`src/hw/rtl/symbol_floor_lookup_assert.svh`:
```
// symbol_floor_lookup_assert.svh: assertion macros shared by the RTL.
// Expects signals named clock and reset in the scope of each use.
`ifndef SYMBOL_FLOOR_LOOKUP_ASSERT_SVH
`define SYMBOL_FLOOR_LOOKUP_ASSERT_SVH

// Same-cycle implication, disabled while reset is high.
`define SFL_ASSERT_IMP(lbl, ante, cons, msg) \
   lbl: assert property (@(posedge clock) disable iff (reset) (ante) |-> (cons)) \
      else $error(msg);

// Next-cycle implication, disabled while reset is high.
`define SFL_ASSERT_NXT(lbl, ante, cons, msg) \
   lbl: assert property (@(posedge clock) disable iff (reset) (ante) |=> (cons)) \
      else $error(msg);

`endif

```
`src/hw/rtl/sfl_pkg.sv`:
```
// sfl_pkg.sv: types, constants and helpers for the symbol floor lookup.
// No dependencies; used by every other RTL file of the block but symbol_floor_lookup_assert.svh.
package sfl_pkg;

   // Table size default and symbol_count width
   localparam int MAX_SYMBOLS_DEFAULT = 1024;
   localparam int COUNT_W             = 11;

   // ELF symbol types that a lookup accepts
   localparam logic [3:0] KIND_NOTYPE = 4'd0;
   localparam logic [3:0] KIND_OBJECT = 4'd1;
   localparam logic [3:0] KIND_FUNC   = 4'd2;

   typedef enum logic {
      OP_WRITE  = 1'b0,
      OP_LOOKUP = 1'b1
   } opcode_type;

   typedef enum logic [1:0] {
      ST_IDLE,
      ST_SCAN,
      ST_FINISH
   } state_type;

   // One input beat
   typedef struct packed {
      opcode_type  opcode;
      logic [9:0]  entry_index;
      logic [63:0] entry_start;
      logic [31:0] entry_name_offset;
      logic [3:0]  entry_kind;
      logic        entry_dollar;
      logic [63:0] query_address;
   } req_type;

   // One result beat
   typedef struct packed {
      logic        found;
      logic [9:0]  best_index;
      logic [31:0] best_name_offset;
      logic [63:0] distance;
   } rsp_type;

   // One table slot
   typedef struct packed {
      logic [63:0] start;
      logic [31:0] name_offset;
      logic [3:0]  kind;
      logic        dollar;
   } entry_type;

   // Named, of an accepted type, and not a '$' name
   function automatic logic qualifies(entry_type e);
      logic kind_ok;
      case (e.kind)
         KIND_NOTYPE, KIND_OBJECT, KIND_FUNC: kind_ok = 1'b1;
         default:                             kind_ok = 1'b0;
      endcase
      return (e.name_offset != 32'd0) && kind_ok && !e.dollar;
   endfunction

endpackage

```
`src/hw/rtl/sfl_req_if.sv`:
```
// sfl_req_if.sv: valid/ready channel carrying request beats.
// Depends on sfl_pkg.
interface sfl_req_if;
   logic             valid;
   logic             ready;
   sfl_pkg::req_type payload;

   modport source (output valid, output payload, input ready);
   modport sink   (input valid, input payload, output ready);
endinterface

```
`src/hw/rtl/sfl_rsp_if.sv`:
```
// sfl_rsp_if.sv: valid/ready channel carrying result beats.
// Depends on sfl_pkg.
interface sfl_rsp_if;
   logic             valid;
   logic             ready;
   sfl_pkg::rsp_type payload;

   modport source (output valid, output payload, input ready);
   modport sink   (input valid, input payload, output ready);
endinterface

```
`src/hw/rtl/sfl_scan.sv`:
```
// sfl_scan.sv: request sequencer, table scan and result register.
// Depends on sfl_pkg, sfl_req_if, sfl_rsp_if and symbol_floor_lookup_assert.svh.
`include "symbol_floor_lookup_assert.svh"

module sfl_scan #(
   parameter int MAX_SYMBOLS = sfl_pkg::MAX_SYMBOLS_DEFAULT,
   parameter int IDX_W       = 10,
   parameter int CNT_W       = 11
) (
   input  logic                        clock,
   input  logic                        reset,
   input  logic [sfl_pkg::COUNT_W-1:0] symbol_count,
   sfl_req_if.sink                     req_bus,
   sfl_rsp_if.source                   rsp_bus,
   output logic                        wr_en,
   output logic [IDX_W-1:0]            wr_addr,
   output sfl_pkg::entry_type          wr_data,
   output logic                        rd_en,
   output logic [IDX_W-1:0]            rd_addr,
   input  sfl_pkg::entry_type          rd_data
);

   sfl_pkg::state_type state_ff, state_in;
   logic [CNT_W-1:0]   cnt_ff, cnt_in;
   logic [CNT_W-1:0]   limit_ff, limit_in;
   logic [63:0]        query_ff, query_in;
   logic               rd_vld_ff, rd_vld_in;
   logic [IDX_W-1:0]   rd_idx_ff, rd_idx_in;
   logic               have_ff, have_in;
   logic [IDX_W-1:0]   best_idx_ff, best_idx_in;
   logic [63:0]        best_start_ff, best_start_in;
   logic [31:0]        best_name_ff, best_name_in;
   logic               rsp_valid_ff, rsp_valid_in;
   sfl_pkg::rsp_type   rsp_data_ff, rsp_data_in;

   logic        req_fire;
   logic        is_lookup;
   logic        scan_done;
   logic        rsp_load;
   logic        take;
   logic [31:0] wr_idx_wide;
   logic [31:0] best_idx_wide;

   assign req_fire  = req_bus.valid && req_bus.ready;
   assign is_lookup = (req_bus.payload.opcode == sfl_pkg::OP_LOOKUP);

   // Next state
   always_comb begin
      state_in = state_ff;
      unique case (state_ff)
         sfl_pkg::ST_IDLE: begin
            if (req_fire && is_lookup) state_in = sfl_pkg::ST_SCAN;
         end
         sfl_pkg::ST_SCAN: begin
            if (scan_done) state_in = sfl_pkg::ST_FINISH;
         end
         sfl_pkg::ST_FINISH: begin
            if (rsp_load) state_in = sfl_pkg::ST_IDLE;
         end
         default: state_in = sfl_pkg::ST_IDLE;
      endcase
   end

   // State outputs
   always_comb begin
      req_bus.ready = 1'b0;
      rd_en         = 1'b0;
      scan_done     = 1'b0;
      rsp_load      = 1'b0;
      unique case (state_ff)
         sfl_pkg::ST_IDLE: begin
            req_bus.ready = 1'b1;
         end
         sfl_pkg::ST_SCAN: begin
            rd_en     = (cnt_ff < limit_ff);
            scan_done = !(cnt_ff < limit_ff) && !rd_vld_ff;
         end
         sfl_pkg::ST_FINISH: begin
            rsp_load = !rsp_valid_ff || rsp_bus.ready;
         end
         default: ;
      endcase
   end

   // Table write from a write beat; slots past the table are dropped
   assign wr_idx_wide = 32'(req_bus.payload.entry_index);
   assign wr_en   = req_fire && !is_lookup && (wr_idx_wide < 32'(MAX_SYMBOLS));
   assign wr_addr = wr_idx_wide[IDX_W-1:0];
   assign wr_data = '{start:       req_bus.payload.entry_start,
                      name_offset: req_bus.payload.entry_name_offset,
                      kind:        req_bus.payload.entry_kind,
                      dollar:      req_bus.payload.entry_dollar};

   assign rd_addr = cnt_ff[IDX_W-1:0];

   // Candidate check on the slot read last cycle
   assign take = rd_vld_ff && sfl_pkg::qualifies(rd_data)
                 && (rd_data.start <= query_ff)
                 && (!have_ff || (rd_data.start > best_start_ff));

   // Scan datapath
   always_comb begin
      cnt_in        = cnt_ff;
      limit_in      = limit_ff;
      query_in      = query_ff;
      rd_vld_in     = rd_en;
      rd_idx_in     = rd_addr;
      have_in       = have_ff;
      best_idx_in   = best_idx_ff;
      best_start_in = best_start_ff;
      best_name_in  = best_name_ff;
      if (req_fire && is_lookup) begin
         cnt_in   = '0;
         query_in = req_bus.payload.query_address;
         have_in  = 1'b0;
         if (32'(symbol_count) > 32'(MAX_SYMBOLS)) begin
            limit_in = CNT_W'(MAX_SYMBOLS);
         end else begin
            limit_in = CNT_W'(symbol_count);
         end
      end
      if (rd_en) begin
         cnt_in = cnt_ff + CNT_W'(1);
      end
      if (take) begin
         have_in       = 1'b1;
         best_idx_in   = rd_idx_ff;
         best_start_in = rd_data.start;
         best_name_in  = rd_data.name_offset;
      end
   end

   // Result register
   assign best_idx_wide = 32'(best_idx_ff);
   always_comb begin
      rsp_valid_in = rsp_valid_ff;
      rsp_data_in  = rsp_data_ff;
      if (rsp_valid_ff && rsp_bus.ready) begin
         rsp_valid_in = 1'b0;
      end
      if (rsp_load) begin
         rsp_valid_in = 1'b1;
         if (have_ff) begin
            rsp_data_in = '{found:            1'b1,
                            best_index:       best_idx_wide[9:0],
                            best_name_offset: best_name_ff,
                            distance:         query_ff - best_start_ff};
         end else begin
            rsp_data_in = '0;
         end
      end
   end

   always_ff @(posedge clock) begin
      if (reset) begin
         state_ff     <= sfl_pkg::ST_IDLE;
         rd_vld_ff    <= 1'b0;
         rsp_valid_ff <= 1'b0;
         have_ff      <= 1'b0;
      end else begin
         state_ff     <= state_in;
         rd_vld_ff    <= rd_vld_in;
         rsp_valid_ff <= rsp_valid_in;
         have_ff      <= have_in;
      end
   end

   always_ff @(posedge clock) begin
      cnt_ff        <= cnt_in;
      limit_ff      <= limit_in;
      query_ff      <= query_in;
      rd_idx_ff     <= rd_idx_in;
      best_idx_ff   <= best_idx_in;
      best_start_ff <= best_start_in;
      best_name_ff  <= best_name_in;
      rsp_data_ff   <= rsp_data_in;
   end

   assign rsp_bus.valid   = rsp_valid_ff;
   assign rsp_bus.payload = rsp_data_ff;

   // Checks
   `SFL_ASSERT_IMP(a_best_below_query, have_ff, best_start_ff <= query_ff, "best start above query")
   `SFL_ASSERT_IMP(a_load_into_free, rsp_load, !rsp_valid_ff || rsp_bus.ready, "result overwritten")
   `SFL_ASSERT_NXT(a_load_to_idle, rsp_load, state_ff == sfl_pkg::ST_IDLE && rsp_valid_ff, "load did not finish")
   `SFL_ASSERT_IMP(a_read_in_scan, rd_vld_ff, state_ff == sfl_pkg::ST_SCAN, "read data outside scan")

endmodule

```
`src/flat_wrapper.sv`:
```
// flat-port wrapper written by rule: the top's interface ports become plain ports
module sfl_scan_flat 
#(
   parameter int MAX_SYMBOLS = sfl_pkg::MAX_SYMBOLS_DEFAULT,
   parameter int IDX_W       = 10,
   parameter int CNT_W       = 11
)
  (clock, reset, symbol_count, wr_en, wr_addr, wr_data, rd_en, rd_addr, rd_data, req_bus_valid, req_bus_payload, req_bus_ready, rsp_bus_valid, rsp_bus_payload, rsp_bus_ready);
  sfl_req_if req_bus_i ();
  sfl_rsp_if rsp_bus_i ();
  input  logic clock;
  input  logic reset;
  input  logic [sfl_pkg::COUNT_W-1:0] symbol_count;
  output logic wr_en;
  output logic [IDX_W-1:0] wr_addr;
  output sfl_pkg::entry_type wr_data;
  output logic rd_en;
  output logic [IDX_W-1:0] rd_addr;
  input  sfl_pkg::entry_type rd_data;
  input wire logic [$bits(req_bus_i.valid)-1:0] req_bus_valid;
  input wire logic [$bits(req_bus_i.payload)-1:0] req_bus_payload;
  output wire logic [$bits(req_bus_i.ready)-1:0] req_bus_ready;
  output wire logic [$bits(rsp_bus_i.valid)-1:0] rsp_bus_valid;
  output wire logic [$bits(rsp_bus_i.payload)-1:0] rsp_bus_payload;
  input wire logic [$bits(rsp_bus_i.ready)-1:0] rsp_bus_ready;
  assign req_bus_i.valid = req_bus_valid;
  assign req_bus_i.payload = req_bus_payload;
  assign req_bus_ready = req_bus_i.ready;
  assign rsp_bus_valid = rsp_bus_i.valid;
  assign rsp_bus_payload = rsp_bus_i.payload;
  assign rsp_bus_i.ready = rsp_bus_ready;
  sfl_scan #(.MAX_SYMBOLS(MAX_SYMBOLS), .IDX_W(IDX_W), .CNT_W(CNT_W)) u_core (.clock(clock), .reset(reset), .symbol_count(symbol_count), .req_bus(req_bus_i), .rsp_bus(rsp_bus_i), .wr_en(wr_en), .wr_addr(wr_addr), .wr_data(wr_data), .rd_en(rd_en), .rd_addr(rd_addr), .rd_data(rd_data));
endmodule
```
`config.mk`:
```
export PLATFORM = sky130hd
export DESIGN_NAME = sfl_scan_flat
export DESIGN_NICKNAME = d
export VERILOG_FILES = /design/src/hw/rtl/sfl_pkg.sv /design/src/hw/rtl/sfl_req_if.sv /design/src/hw/rtl/sfl_rsp_if.sv /design/src/hw/rtl/sfl_scan.sv /design/src/flat_wrapper.sv
export VERILOG_INCLUDE_DIRS = /design/src /design/src/hw/rtl
export SDC_FILE = /design/constraint.sdc
export NUM_CORES = 1
export LEC_CHECK = 0
export BUFFER_PORTS_ARGS = -buffer_cell sky130_fd_sc_hd__buf_2
export CAP_MARGIN = 15
export CORE_ASPECT_RATIO = 1.2
export CORE_UTILIZATION = 43
export DETAILED_ROUTE_END_ITERATION = 12
export HOLD_SLACK_MARGIN = 0.02
export PLACE_DENSITY = 0.77
export SLEW_MARGIN = 40
export SYNTH_ARGS = -nofsm -noshare
export SYNTH_HDL_FRONTEND = slang
export SYNTH_SLANG_ARGS = --single-unit
```
`constraint.sdc`:
```
create_clock -name clock -period 11.75 [get_ports clock]
set_input_delay 1.7625 -clock clock [delete_from_list [all_inputs] [get_ports clock]]
set_output_delay 1.7625 -clock clock [all_outputs]
set_load 0.01 [all_outputs]
```
==> summary.txt, run 1 <==
P_leak -> 0.009163 µW
CTS root buf -> clkbuf_16
Worst Path Arrival -> 5440 ps
Synth area leader -> edfxtp_1
Non-Filler Instances -> 2436
Starting density of the core -> 43.92%
Fin crit period -> 5288 ps
Final wirelength -> 49630 µm
Crit. Startpoint -> rd_data[95]
Yosys cell types -> 73
Power share of the clock group -> 43.8%
Share of the synthesized area in the top cell type -> 48.60%
IO Port Bufs -> 301
Number of synthesized register bits -> 314
Fin nets -> 2353
Worst Tran Pin Value -> 825.7 ps
Area of the die -> 0.04380 mm²
Most frequent cells after synthesis -> 299 x edfxtp_1, 202 x ha_1, 172 x inv_1, 121 x buf_4, 113 x a21oi_1
Logic pwr share -> 9.7%
Post-Synth Simple-Gate Area -> 11.19%
Placer Congestion -> 0.8881
Most instantiated library cell after synthesis -> edfxtp_1
Final setup violation count -> 0
Total core area -> 0.04207 mm²
Status -> finished clean
Final-report hold violation count -> 0
Clock Sinks -> 314
Main synth FF type -> edfxtp_1
Max stage delay on crit path -> 610 ps
Internal -> 2100 µW
Startpoint Class -> primary input
Clock Skews -> 24.62 ps
Combinational family with the most area after synthesis -> adder cells
Worst Hold Class -> reg -> reg
Worst-case clock buffer depth -> 3
Max cap viols -> 0
Placed Instances -> 2366
Crit end category -> register
Power per Cell Area -> 130.6 mW/mm²
Switching Fraction -> 23.28%
Via Count -> 13271
Placed Area -> 0.01966 mm²
Average size of a mapped cell -> 11.06 µm²
Unrepaired setup endpoints after global routing -> no
Crit share post-route -> 45.01%
Post-layout util -> 49.82%
Num rows -> 82
Share of cells above drive strength 1 -> 20.45%
DRT Pass-1 Iters -> 5
Max VDD drop -> 0.0001076 V
Vias per cell -> 5.448
Routed len/inst -> 20.37 µm
Slowest cell on the critical path -> buf_4
Area Overhead vs Synth -> 13.45%
Initial antenna violation count -> 11
Setup CP Type -> in -> reg
Hpwl dp -> 39160 µm
R2R cell count -> 11
Async SR Flop Fraction -> 0%
Post-CTS Setup Inserts -> 0
Clock H-tree levels -> 2
Flop2flop setup slack -> 7340 ps
Synth Area in Compound Gates -> 12.41%
Slew HR -> 44.70%
Die W -> 191.2 µm
Synthesized area -> 0.01847 mm²
Clock Pin Slew Worst Setup and Hold Paths -> 60 ps
Adder-Cell Fraction of Synth Area -> 13.79%
Crit path max fanout -> 52
Worst EP required -> 11900 ps
Fmax achieved -> 0.1891 GHz
Top-Level Pins -> 524
Initial drt markers -> 816
Worst reg2reg startpoint -> u_core.query_ff[58]$_DFFE_PP_
Routed Antenna Nets -> 0
Critical R2R Capture -> u_core.best_name_ff[20]$_DFFE_PP_
CTS tree -> yes
First-pass GRT wire length -> 74490 µm
GRT Overall Usage -> 22.36%
Post-CTS Hold Buffers -> 0
Number of global-route vias before repair -> 13600
Synth area leaders -> edfxtp_1 49%, ha_1 14%, buf_4 4.9%
CTS Buf Count -> 35
Final worst slack -> 6462 ps
Post-Synth XOR/XNOR Area -> 2.939%
Height of the die -> 229.1 µm
Fin. max-slew vios -> 0
Setup crit end -> u_core.best_name_ff[20]$_DFFE_PP_
GRT overflow -> 0
# DRC -> 0
Sw power -> 637.4 µW
Post-synthesis sequential area ratio -> 50.23%
Worst-Skew Late Latency -> 540 ps
Post-synth EDFFs -> 299
Post-cts resize count -> 0
Critical-path cell list -> buf_2 -> ha_1 -> nand4_2 -> or3_1 -> or4_1 -> nor3_2 -> nand2_1 -> nor4_1 -> o211a_4 -> buf_12 -> buf_4
Sequential Power Share -> 46.6%
Pre-CTS setup slack -> 5758 ps
Hold depth -> 0
Synth Warn # -> 0
Cells after Synth -> 1671
Pin count of the biggest net entering global routing -> 71
Mux share of post-synthesis cell area -> 0.2167%
Final Instance Area -> 0.02096 mm²
Syn Nets -> 2166
Setup_tns -> 0 ps
-- metal layers --
layer | GRT usage [%] | wire length, µm | up-vias
li1 | - | - | 6298
met1 | 24.44 | 18420 | 6264
met2 | 38.15 | 24250 | 525
met3 | 6.375 | 4160 | 178
met4 | 13.34 | 2771 | 6
met5 | 0 | 35 | -
-- power by group through the flow --
stage | combinational [µW] | clock [µW] | sequential (µW)
global route | 294 | 1260 | 1280
detailed placement | 263 | 0 | 1300
floorplan | 196 | 0 | 1300
global placement | 253 | 0 | 1300
finish | 265 | 1200 | 1270
CTS | 265 | 1220 | 1270
-- worst min-delay path by stage --
stage | startpoint | endpoint | slack (ps)
final | u_core.rd_idx_ff[4]$_DFF_P_ | u_core.best_idx_ff[4]$_DFFE_PP_ | 400
after global routing | u_core.rd_idx_ff[4]$_DFF_P_ | u_core.best_idx_ff[4]$_DFFE_PP_ | 420
after CTS | u_core.rd_idx_ff[4]$_DFF_P_ | u_core.best_idx_ff[4]$_DFFE_PP_ | 400
after detailed placement | u_core.rd_idx_ff[4]$_DFF_P_ | u_core.best_idx_ff[4]$_DFFE_PP_ | 390
after global placement | u_core.rd_idx_ff[5]$_DFF_P_ | u_core.best_idx_ff[5]$_DFFE_PP_ | 390
after floorplan | u_core.rd_idx_ff[0]$_DFF_P_ | u_core.best_idx_ff[0]$_DFFE_PP_ | 390
-- sequential cells by signal (all words and copies together), names as in the netlist --
register and cells:
u_core.rd_idx_ff 10, u_core.best_name_ff 32, u_core.best_start_ff 64, u_core.cnt_ff 11, u_core.limit_ff 11, u_core.have_ff 1
u_core.rsp_bus.valid 1, u_core.rsp_bus.payload 107, u_core.best_idx_ff 10, u_core.state_ff 2, u_core.rd_vld_ff 1, u_core.query_ff 64
-- metrics by stage --
| step | hold WS (ps) | total power [µW] |
|---|---|---|
| 2_1_floorplan | 385.5 | 1494 |
| 3_3_place_gp | 385.5 | 1551 |
| 3_5_place_dp | 388.7 | 1562 |
| 4_1_cts | 403.4 | 2764 |
| 5_1_grt | 415.5 | 2827 |
| 6_report | 404.7 | 2737 |
-- final cells by class --
cell class	instances	area, µm²
clock buffers	40	937.1
flip-flops and latches	314	9283
diodes	7	17.52
well taps	546	683.2
clock inverters	22	317.8
multi-input cells	1028	7507
inverters	173	649.4
fillers	3809	21110
repair buffers	306	1564
-- critical path, delay by kind of cell --
| family | cells | cell delay, ps |
|---|---|---|
| buf+inv | 3 | 990 |
| compound gates | 1 | 450 |
| fa+ha+maj | 1 | 310 |
| simple gates | 6 | 1870 |
-- logic make-up (layout without fill, tap and decap cells) --
family	Yosys count	in the layout
AOI/OAI and AO/OA	356	356
xor gates and xnor gates	62	62
other	0	7
DFF	314	314
adders and majority gates	203	203
buffers and inverters	329	541
muxes	4	4
and+or+nand+nor	403	403
-- cells in the final DEF (no fill, tap or decap), types with 4 or more instances in the layout --
cell        instances
a211oi_1            7
a21boi_0            4
a21o_1             96
a21oi_1           113
a31oi_1            11
and2_1             49
and3_1             10
buf_2             301
bufinv_16           7
clkbuf_16          37
clkinvlp_4          4
dfxtp_1            14
diode_2             7
edfxtp_1          299
ha_1              202
inv_1             171
mux2i_1             4
nand2_1            69
nand2b_1           12
nand3_1            26
nand4_1            51
nor2_1            107
nor2b_1            17
nor3_1             21
nor4_1             14
o211ai_1            7
o21ai_0            54
o21ai_1             7
o21bai_1           16
or3_1               6
xnor2_1            36
xor2_1             26
(Power assumes the default switching activity.)
==> run 2: changes to the inputs <==
Settings changed: PLACE_DENSITY 0.77 to 0.8.
Clock period 11.75 ns to 4.84 ns, I/O delays scaled along.
==> run 2 against run 1 <==
Effect of this change: first-iteration DRC count rose by 4.3%; highest routed layer unchanged; combinational power grew 150%; critical endpoint is now rd_en; register-to-register slack lost 6400 ps; non-clock buffer count is 6 higher.
==> summary.txt, run 2 (synthesis results as in run 1) <==
Post-cts resize count -> 0 (unchanged)
Final-report hold violation count -> 0 (unchanged)
Worst Path Arrival -> 3130 ps (-2310 ps)
Fin crit period -> 3854 ps
Fmax achieved -> 0.2595 GHz
Unrepaired setup endpoints after global routing -> no
Die W -> 191.2 µm (unchanged)
Post-layout util -> 49.77% (-0.051 points)
Setup_tns -> 0 ps (unchanged)
Crit end category -> primary output
Setup CP Type -> reg -> out
Max VDD drop -> 0.0003209 V (+200%)
DRT Pass-1 Iters -> 5 (unchanged)
Clock Pin Slew Worst Setup and Hold Paths -> 70 ps (about the same)
Placer Congestion -> 0.9412 (+6.0%)
Fin. max-slew vios -> 0 (unchanged)
Largest register FFs -> 107 (unchanged)
Worst EP required -> 4110 ps (-7790 ps)
Pre-CTS setup slack -> 597.8 ps (-5160 ps)
Worst reg2reg startpoint -> u_core.query_ff[0]$_DFFE_PP_
Switching Fraction -> 23.55% (+0.27 points)
Hpwl dp -> 39510 µm (+0.90%)
Reg area -> 0.009280 mm² (about the same)
Worst-Skew Late Latency -> 530 ps (about the same)
Power per Cell Area -> 308.0 mW/mm² (+140%)
Total chip power -> 6448 µW (+140%)
CTS root buf -> clkbuf_16
Pin count of the biggest net entering global routing -> 62 (-13%)
Height of the die -> 229.1 µm (unchanged)
Power share of the clock group -> 41.9% (-1.9 points)
Total core area -> 0.04207 mm² (unchanged)
Fill cell count -> 3791 (-0.47%)
Slew HR -> 42.85% (-1.8 points)
Internal -> 4929 µW (+130%)
Flop2flop setup slack -> 990 ps (-6350 ps)
Starting density of the core -> 43.92% (unchanged)
Commonest cells after routing, fill and taps aside -> 301 x buf_2, 299 x edfxtp_1, 202 x ha_1
Logic pwr share -> 10.2% (+0.5 points)
Commonest non-fill, non-tap cell in the layout -> buf_2
Area of the die -> 0.04380 mm² (unchanged)
# DRC -> 0 (unchanged)
Num rows -> 82 (unchanged)
P_leak -> 0.009161 µW (about the same)
Initial antenna violation count -> 18 (+7)
Clock Skews -> 28.08 ps (+3.466 ps)
Crit path max fanout -> 14 (-73%)
Fin nets -> 2358 (+0.21%)
Critical R2R Capture -> u_core.rsp_bus.payload[48]$_SDFFCE_PN0P_
Number of global-route vias before repair -> 13249 (-2.6%)
Post-CTS Setup Inserts -> 0 (unchanged)
GRT Overall Usage -> 22.26% (-0.094 points)
Status -> finished clean
Max cap viols -> 0 (unchanged)
Clock H-tree levels -> 2 (unchanged)
Area occupied by multi-input gates -> 0.007507 mm² (unchanged)
Top-Level Pins -> 524 (unchanged)
Crit share post-route -> 79.62%
Vias per cell -> 5.467 (+0.35%)
IO Port Bufs -> 301 (unchanged)
Sequential Power Share -> 48.0% (+1.4 points)
Initial drt markers -> 851 (+4.3%)
Startpoint Class -> register
Routed len/inst -> 20.32 µm (-0.25%)
Crit. Startpoint -> u_core.cnt_ff[1]$_SDFFCE_PN0P_
Clock Sinks -> 314 (unchanged)
Worst Hold Class -> in -> reg
Setup crit end -> rd_en
Post-CTS Hold Buffers -> 0 (unchanged)
Final wirelength -> 49710 µm (+0.16%)
First-pass GRT wire length -> 74290 µm (-0.28%)
Area Overhead vs Synth -> 13.34%
Final setup violation count -> 0 (unchanged)
Non-Filler Instances -> 2446 (+0.41%)
CTS tree -> yes
Share of cells above drive strength 1 -> 20.63% (+0.18 points)
Worst-case clock buffer depth -> 3 (unchanged)
R2R cell count -> 13 (+2)
GRT overflow -> 0 (unchanged)
Worst Tran Pin Value -> 849.4 ps (+23.71 ps)
Sw power -> 1519 µW (+140%)
Placed Instances -> 2373 (+0.30%)
CTS Buf Count -> 34 (-2.9%)
Routed Antenna Nets -> 0 (unchanged)
Final worst slack -> 986.4 ps (-5475 ps)
Via Count -> 13372 (+0.76%)
-- run 2: changes by cell type in the layout (fill, tap and decap cells not counted), sizes merged --
cell      change
clkinvlp      -1
bufinv        -3
clkbuf        -1
buf           +6
diode         +7
clkinv        +2
-- run 2: critical path, stage by stage, from the launching register on --
cell      delay [ps]
edfxtp_1         520
ha_1             350
a21o_1           150
a21o_1           170
a21o_1           180
a21o_1           170
a21o_1           170
a21o_1           180
a21oi_1          180
o21ai_2          200
inv_1            180
buf_2            150
-- run 2: routing by layer --
| metal | vias up | routed length (µm) | global-route usage (%) |
|---|---|---|---|
| met3 | 196 | 3766 | 5.103 |
| met4 | 6 | 3081 | 14.46 |
| li1 | 6321 | - | - |
| met1 | 6263 | 18570 | 25.58 |
| met2 | 586 | 24260 | 36.96 |
| met5 | - | 35 | 0.1131 |
-- run 2: through the flow --
step,cell area (µm²),hold WS (ps)
after floorplan,18470,385.5
after global placement,19700,386.6
after detailed placement,19750,390.6
after CTS,20900,347.8
after global routing,20940,356.2
final,20940,368.4
-- run 2: layout make-up --
cell class	instances	share of cell area, %
flip-flops and latches	314	44.32
multi-input cells	1028	35.86
repair buffers	312	7.769
clock buffers	39	4.458
well taps	546	3.263
inverters	173	3.107
clock inverters	20	1.058
diodes	14	0.1673
-- run 2: worst min-delay path by stage --
stage	startpoint	to	slack (ps)	depth (start not counted)
2_1_floorplan	u_core.rd_idx_ff[0]$_DFF_P_	u_core.best_idx_ff[0]$_DFFE_PP_	390	0
3_3_place_gp	u_core.rd_idx_ff[4]$_DFF_P_	u_core.best_idx_ff[4]$_DFFE_PP_	390	0
3_5_place_dp	u_core.rd_idx_ff[1]$_DFF_P_	u_core.best_idx_ff[1]$_DFFE_PP_	390	0
4_1_cts	req_bus_payload[17]	u_core.query_ff[17]$_DFFE_PP_	350	1
5_1_grt	req_bus_payload[24]	u_core.query_ff[24]$_DFFE_PP_	360	1
6_report	req_bus_payload[17]	u_core.query_ff[17]$_DFFE_PP_	370	1
-- run 2: power groups by stage --
stage | registers [µW] | clock network, µW | logic [µW]
after global placement | 3150 | 0 | 624
after detailed placement | 3150 | 0 | 649
after floorplan | 3150 | 0 | 475
final | 3090 | 2700 | 656
after CTS | 3090 | 2750 | 654
after global routing | 3100 | 2850 | 726
==> run 3: changes to the inputs <==
Settings changed: ABC_AREA from default to 1, PLACE_DENSITY 0.8 to 0.76.
Clock period 4.84 ns to 3.9 ns, I/O delays scaled along.
==> run 3 against run 2 <==
Effect of this change: clock-buffer cell count is 6 higher; via count is 16% higher; critical path type is now reg -> reg; power is 24% higher; die area is 5.7% higher; non-clock buffer count is 2 lower.
==> summary.txt, run 3 <==
Status -> finished clean
Top-Level Pins -> 524 (unchanged)
Flop2flop setup slack -> 600 ps (-380 ps)
Slowest cell on the critical path -> nor4_1
Commonest non-fill, non-tap cell in the layout -> inv_1
Height of the die -> 235.5 µm (+2.8%)
Initial antenna violation count -> 4 (-14)
Yosys cell types -> 43 (-41%)
Cells after Synth -> 2174 (+30%)
Most frequent cells after synthesis -> 377 x inv_1, 371 x nand2_1, 299 x edfxtp_1, 246 x nor2_1, 202 x ha_1
Worst-case clock buffer depth -> 3 (unchanged)
Area Overhead vs Synth -> 13.40% (about the same)
# DRC -> 0 (unchanged)
Max stage delay on crit path -> 610 ps (+90 ps)
Slew HR -> 51.08% (+8.2 points)
Hpwl dp -> 48390 µm (+22%)
Most instantiated library cell after synthesis -> inv_1
Average size of a mapped cell -> 8.986 µm² (-19%)
Number of synthesized register bits -> 314 (unchanged)
Placer Congestion -> 0.9794 (+4.1%)
Commonest cells after routing, fill and taps aside -> 375 x inv_1, 371 x nand2_1, 301 x buf_2
Clock Skews -> 23.44 ps (-4.641 ps)
Post-synth EDFFs -> 299 (unchanged)
Fin nets -> 2882 (+22%)
Unrepaired setup endpoints after global routing -> no
Crit share post-route -> 84.49%
Sw power -> 1942 µW (+28%)
Largest register FFs -> 107 (unchanged)
Final worst slack -> 604.9 ps (-381.5 ps)
Synth area leaders -> edfxtp_1 46%, ha_1 13%, inv_1 7.2%
Worst Hold Class -> in -> reg
Via Count -> 15473 (+16%)
Final setup violation count -> 0 (unchanged)
Pre-CTS setup slack -> 577.4 ps (-20.38 ps)
Synth area leader -> edfxtp_1
Switching Fraction -> 24.31% (+0.76 points)
Post-cts resize count -> 0 (unchanged)
Routed len/inst -> 19.45 µm (-4.3%)
Setup_tns -> 0 ps (unchanged)
Synth Warn # -> 0 (unchanged)
CTS tree -> yes
Setup crit end -> u_core.best_start_ff[55]$_DFFE_PP_
Worst Path Arrival -> 3540 ps (+410 ps)
P_leak -> 0.01006 µW (+9.8%)
Critical-path cell list -> inv_1 -> ha_1 -> nand2_1 -> nor2_1 -> nand3_1 -> nor4_1 -> a21oi_1 -> nand2_1 -> a21oi_1 -> nand2_1 -> clkinvlp_4 -> buf_12
Routed Antenna Nets -> 0 (unchanged)
Worst EP required -> 4140 ps (+30 ps)
Startpoint Class -> register
Sequential Power Share -> 47.6% (-0.4 points)
GRT overflow -> 0 (unchanged)
M1 GR Usage -> 27.64% (+2.1 points)
R2R cell count -> 12 (-1)
Pin count of the biggest net entering global routing -> 76 (+23%)
Power per Cell Area -> 360.5 mW/mm² (+17%)
Gr busiest metal -> met2
Initial drt markers -> 858 (+0.82%)
Syn Nets -> 2669 (+23%)
CTS root buf -> clkbuf_16
CTS Buf Count -> 35 (+2.9%)
DRT Pass-1 Iters -> 5 (unchanged)
Met2 usage -> 45.54% (+8.6 points)
Met3 usage in global routing -> 7.335% (+2.2 points)
Clock H-tree levels -> 2 (unchanged)
Clock Sinks -> 314 (unchanged)
Worst Tran Pin Value -> 727.1 ps (-122.3 ps)
Share of cells above drive strength 1 -> 17.07% (-3.6 points)
Area of the die -> 0.04629 mm² (+5.7%)
IO Port Bufs -> 301 (unchanged)
Max VDD drop -> 0.0003691 V (+15%)
Logic pwr share -> 10.0% (-0.2 points)
Final wirelength -> 58850 µm (+18%)
Num rows -> 85 (+3.7%)
Worst reg2reg startpoint -> u_core.query_ff[55]$_DFFE_PP_
CP most frequent cell -> nand2_1
Fin crit period -> 3295 ps
Power share of the clock group -> 42.4% (+0.5 points)
Share of the synthesized area in the top cell type -> 45.96% (-2.6 points)
Internal -> 6045 µW (+23%)
Post-CTS Setup Inserts -> 0 (unchanged)
Main synth FF type -> edfxtp_1
Crit path max fanout -> 64 (+50)
GRT Overall Usage -> 25.31% (+3.0 points)
Final-report hold violation count -> 0 (unchanged)
Post-synthesis sequential area ratio -> 47.50% (-2.7 points)
Async SR Flop Fraction -> 0% (unchanged)
Starting density of the core -> 43.53% (-0.39 points)
Critical R2R Capture -> u_core.best_start_ff[55]$_DFFE_PP_
Non-Filler Instances -> 3025 (+24%)
Setup CP Type -> reg -> reg
Fmax achieved -> 0.3035 GHz
Max cap viols -> 0 (unchanged)
Vias per cell -> 5.115 (-6.4%)
Fill cell count -> 4206 (+11%)
Number of global-route vias before repair -> 15867 (+20%)
First-pass GRT wire length -> 88370 µm (+19%)
Post-CTS Hold Buffers -> 0 (unchanged)
Synthesized area -> 0.01954 mm² (+5.8%)
Worst-Skew Late Latency -> 560 ps (+30 ps)
Die W -> 196.6 µm (+2.8%)
Total core area -> 0.04488 mm² (+6.7%)
Clock Pin Slew Worst Setup and Hold Paths -> 60 ps (about the same)
Crit end category -> register
Crit. Startpoint -> u_core.query_ff[55]$_DFFE_PP_
Fin. max-slew vios -> 0 (unchanged)
Placed Instances -> 2959 (+25%)
run 3: cell count changes in the layout (fill, tap and decap cells not counted), sizes merged, moves of 17 or more:
cell / delta
nand2: +312
o21ai: +50
nor2: +147
o21a: +17
nor2b: -17
and2: -50
inv: +206
xor2: -19
a21o: -85
nand4: -31
a21oi: +87
xnor2: -33
nand3: +21
run 3: kinds of logic (layout without fill, tap and decap cells):
kind of cell / after synthesis / after routing / share of synthesized area (%)
AOI/OAI and AO/OA: 375 / 375 / 10.64
buffers and inverters: 518 / 758 / 12.30
adders and majority gates: 203 / 203 / 13.04
and+or+nand+nor: 754 / 754 / 16.08
DFF: 314 / 314 / 47.50
other: 0 / 2 / 0
xor gates and xnor gates: 10 / 10 / 0.4483
run 3: area by class of cell:
type	count	area (µm²)	share of cell area, %
antenna	2	5.005	0.02259
clock buffer	45	944.7	4.264
clock inverter	19	230.2	1.039
inverter	384	1446	6.529
multi-input combinational	1342	7863	35.49
sequential	314	9280	41.89
tap	609	762.0	3.439
timing repair buffer	310	1624	7.330
run 3: through the flow:
step / hold slack, ps / area [µm²] / total power (µW) / utilization [%]
after floorplan: 385.5 / 19540 / 4442 / -
after global placement: 386.6 / 20980 / 4635 / 46.74
after detailed placement: 388.7 / 20980 / 4665 / 46.74
after CTS: 169.1 / 22150 / 8075 / 49.35
after global routing: 178.4 / 22150 / 8287 / 49.36
final: 194.3 / 22160 / 7987 / 49.36
run 3: how the worst min path moves through the flow:
stage                     cells past startpoint  slack, ps                   startpoint                         endpoint
final                                         1        190           req_bus_payload[4]     u_core.query_ff[4]$_DFFE_PP_
after global routing                          1        180           req_bus_payload[1]     u_core.query_ff[1]$_DFFE_PP_
after CTS                                     1        170           req_bus_payload[1]     u_core.query_ff[1]$_DFFE_PP_
after detailed placement                      0        390  u_core.rd_idx_ff[6]$_DFF_P_  u_core.best_idx_ff[6]$_DFFE_PP_
after global placement                        0        390  u_core.rd_idx_ff[7]$_DFF_P_  u_core.best_idx_ff[7]$_DFFE_PP_
after floorplan                               0        390  u_core.rd_idx_ff[0]$_DFF_P_  u_core.best_idx_ff[0]$_DFFE_PP_
run 3: critical path, delay by kind of cell (launching register included):
kind	cells	cell delay, ps
AND/OR/NAND/NOR	6	1350
buffers and inverters	3	450
AO/OA/AOI/OAI	2	400
flip-flops	1	390
adder cells (fa/ha/maj)	1	290
run 3: power by group through the flow:
stage	Clock [µW]	Combinational [µW]	Sequential, µW
floorplan	0	585	3860
detailed placement	0	794	3870
global placement	0	766	3870
global route	3580	902	3800
CTS	3470	801	3800
finish	3390	802	3800
run 3: metal layers:
metal,up-vias,wire [µm]
met5,-,27
met1,7212,22050
met2,544,29660
li1,7565,-
met4,4,2371
met3,148,4735
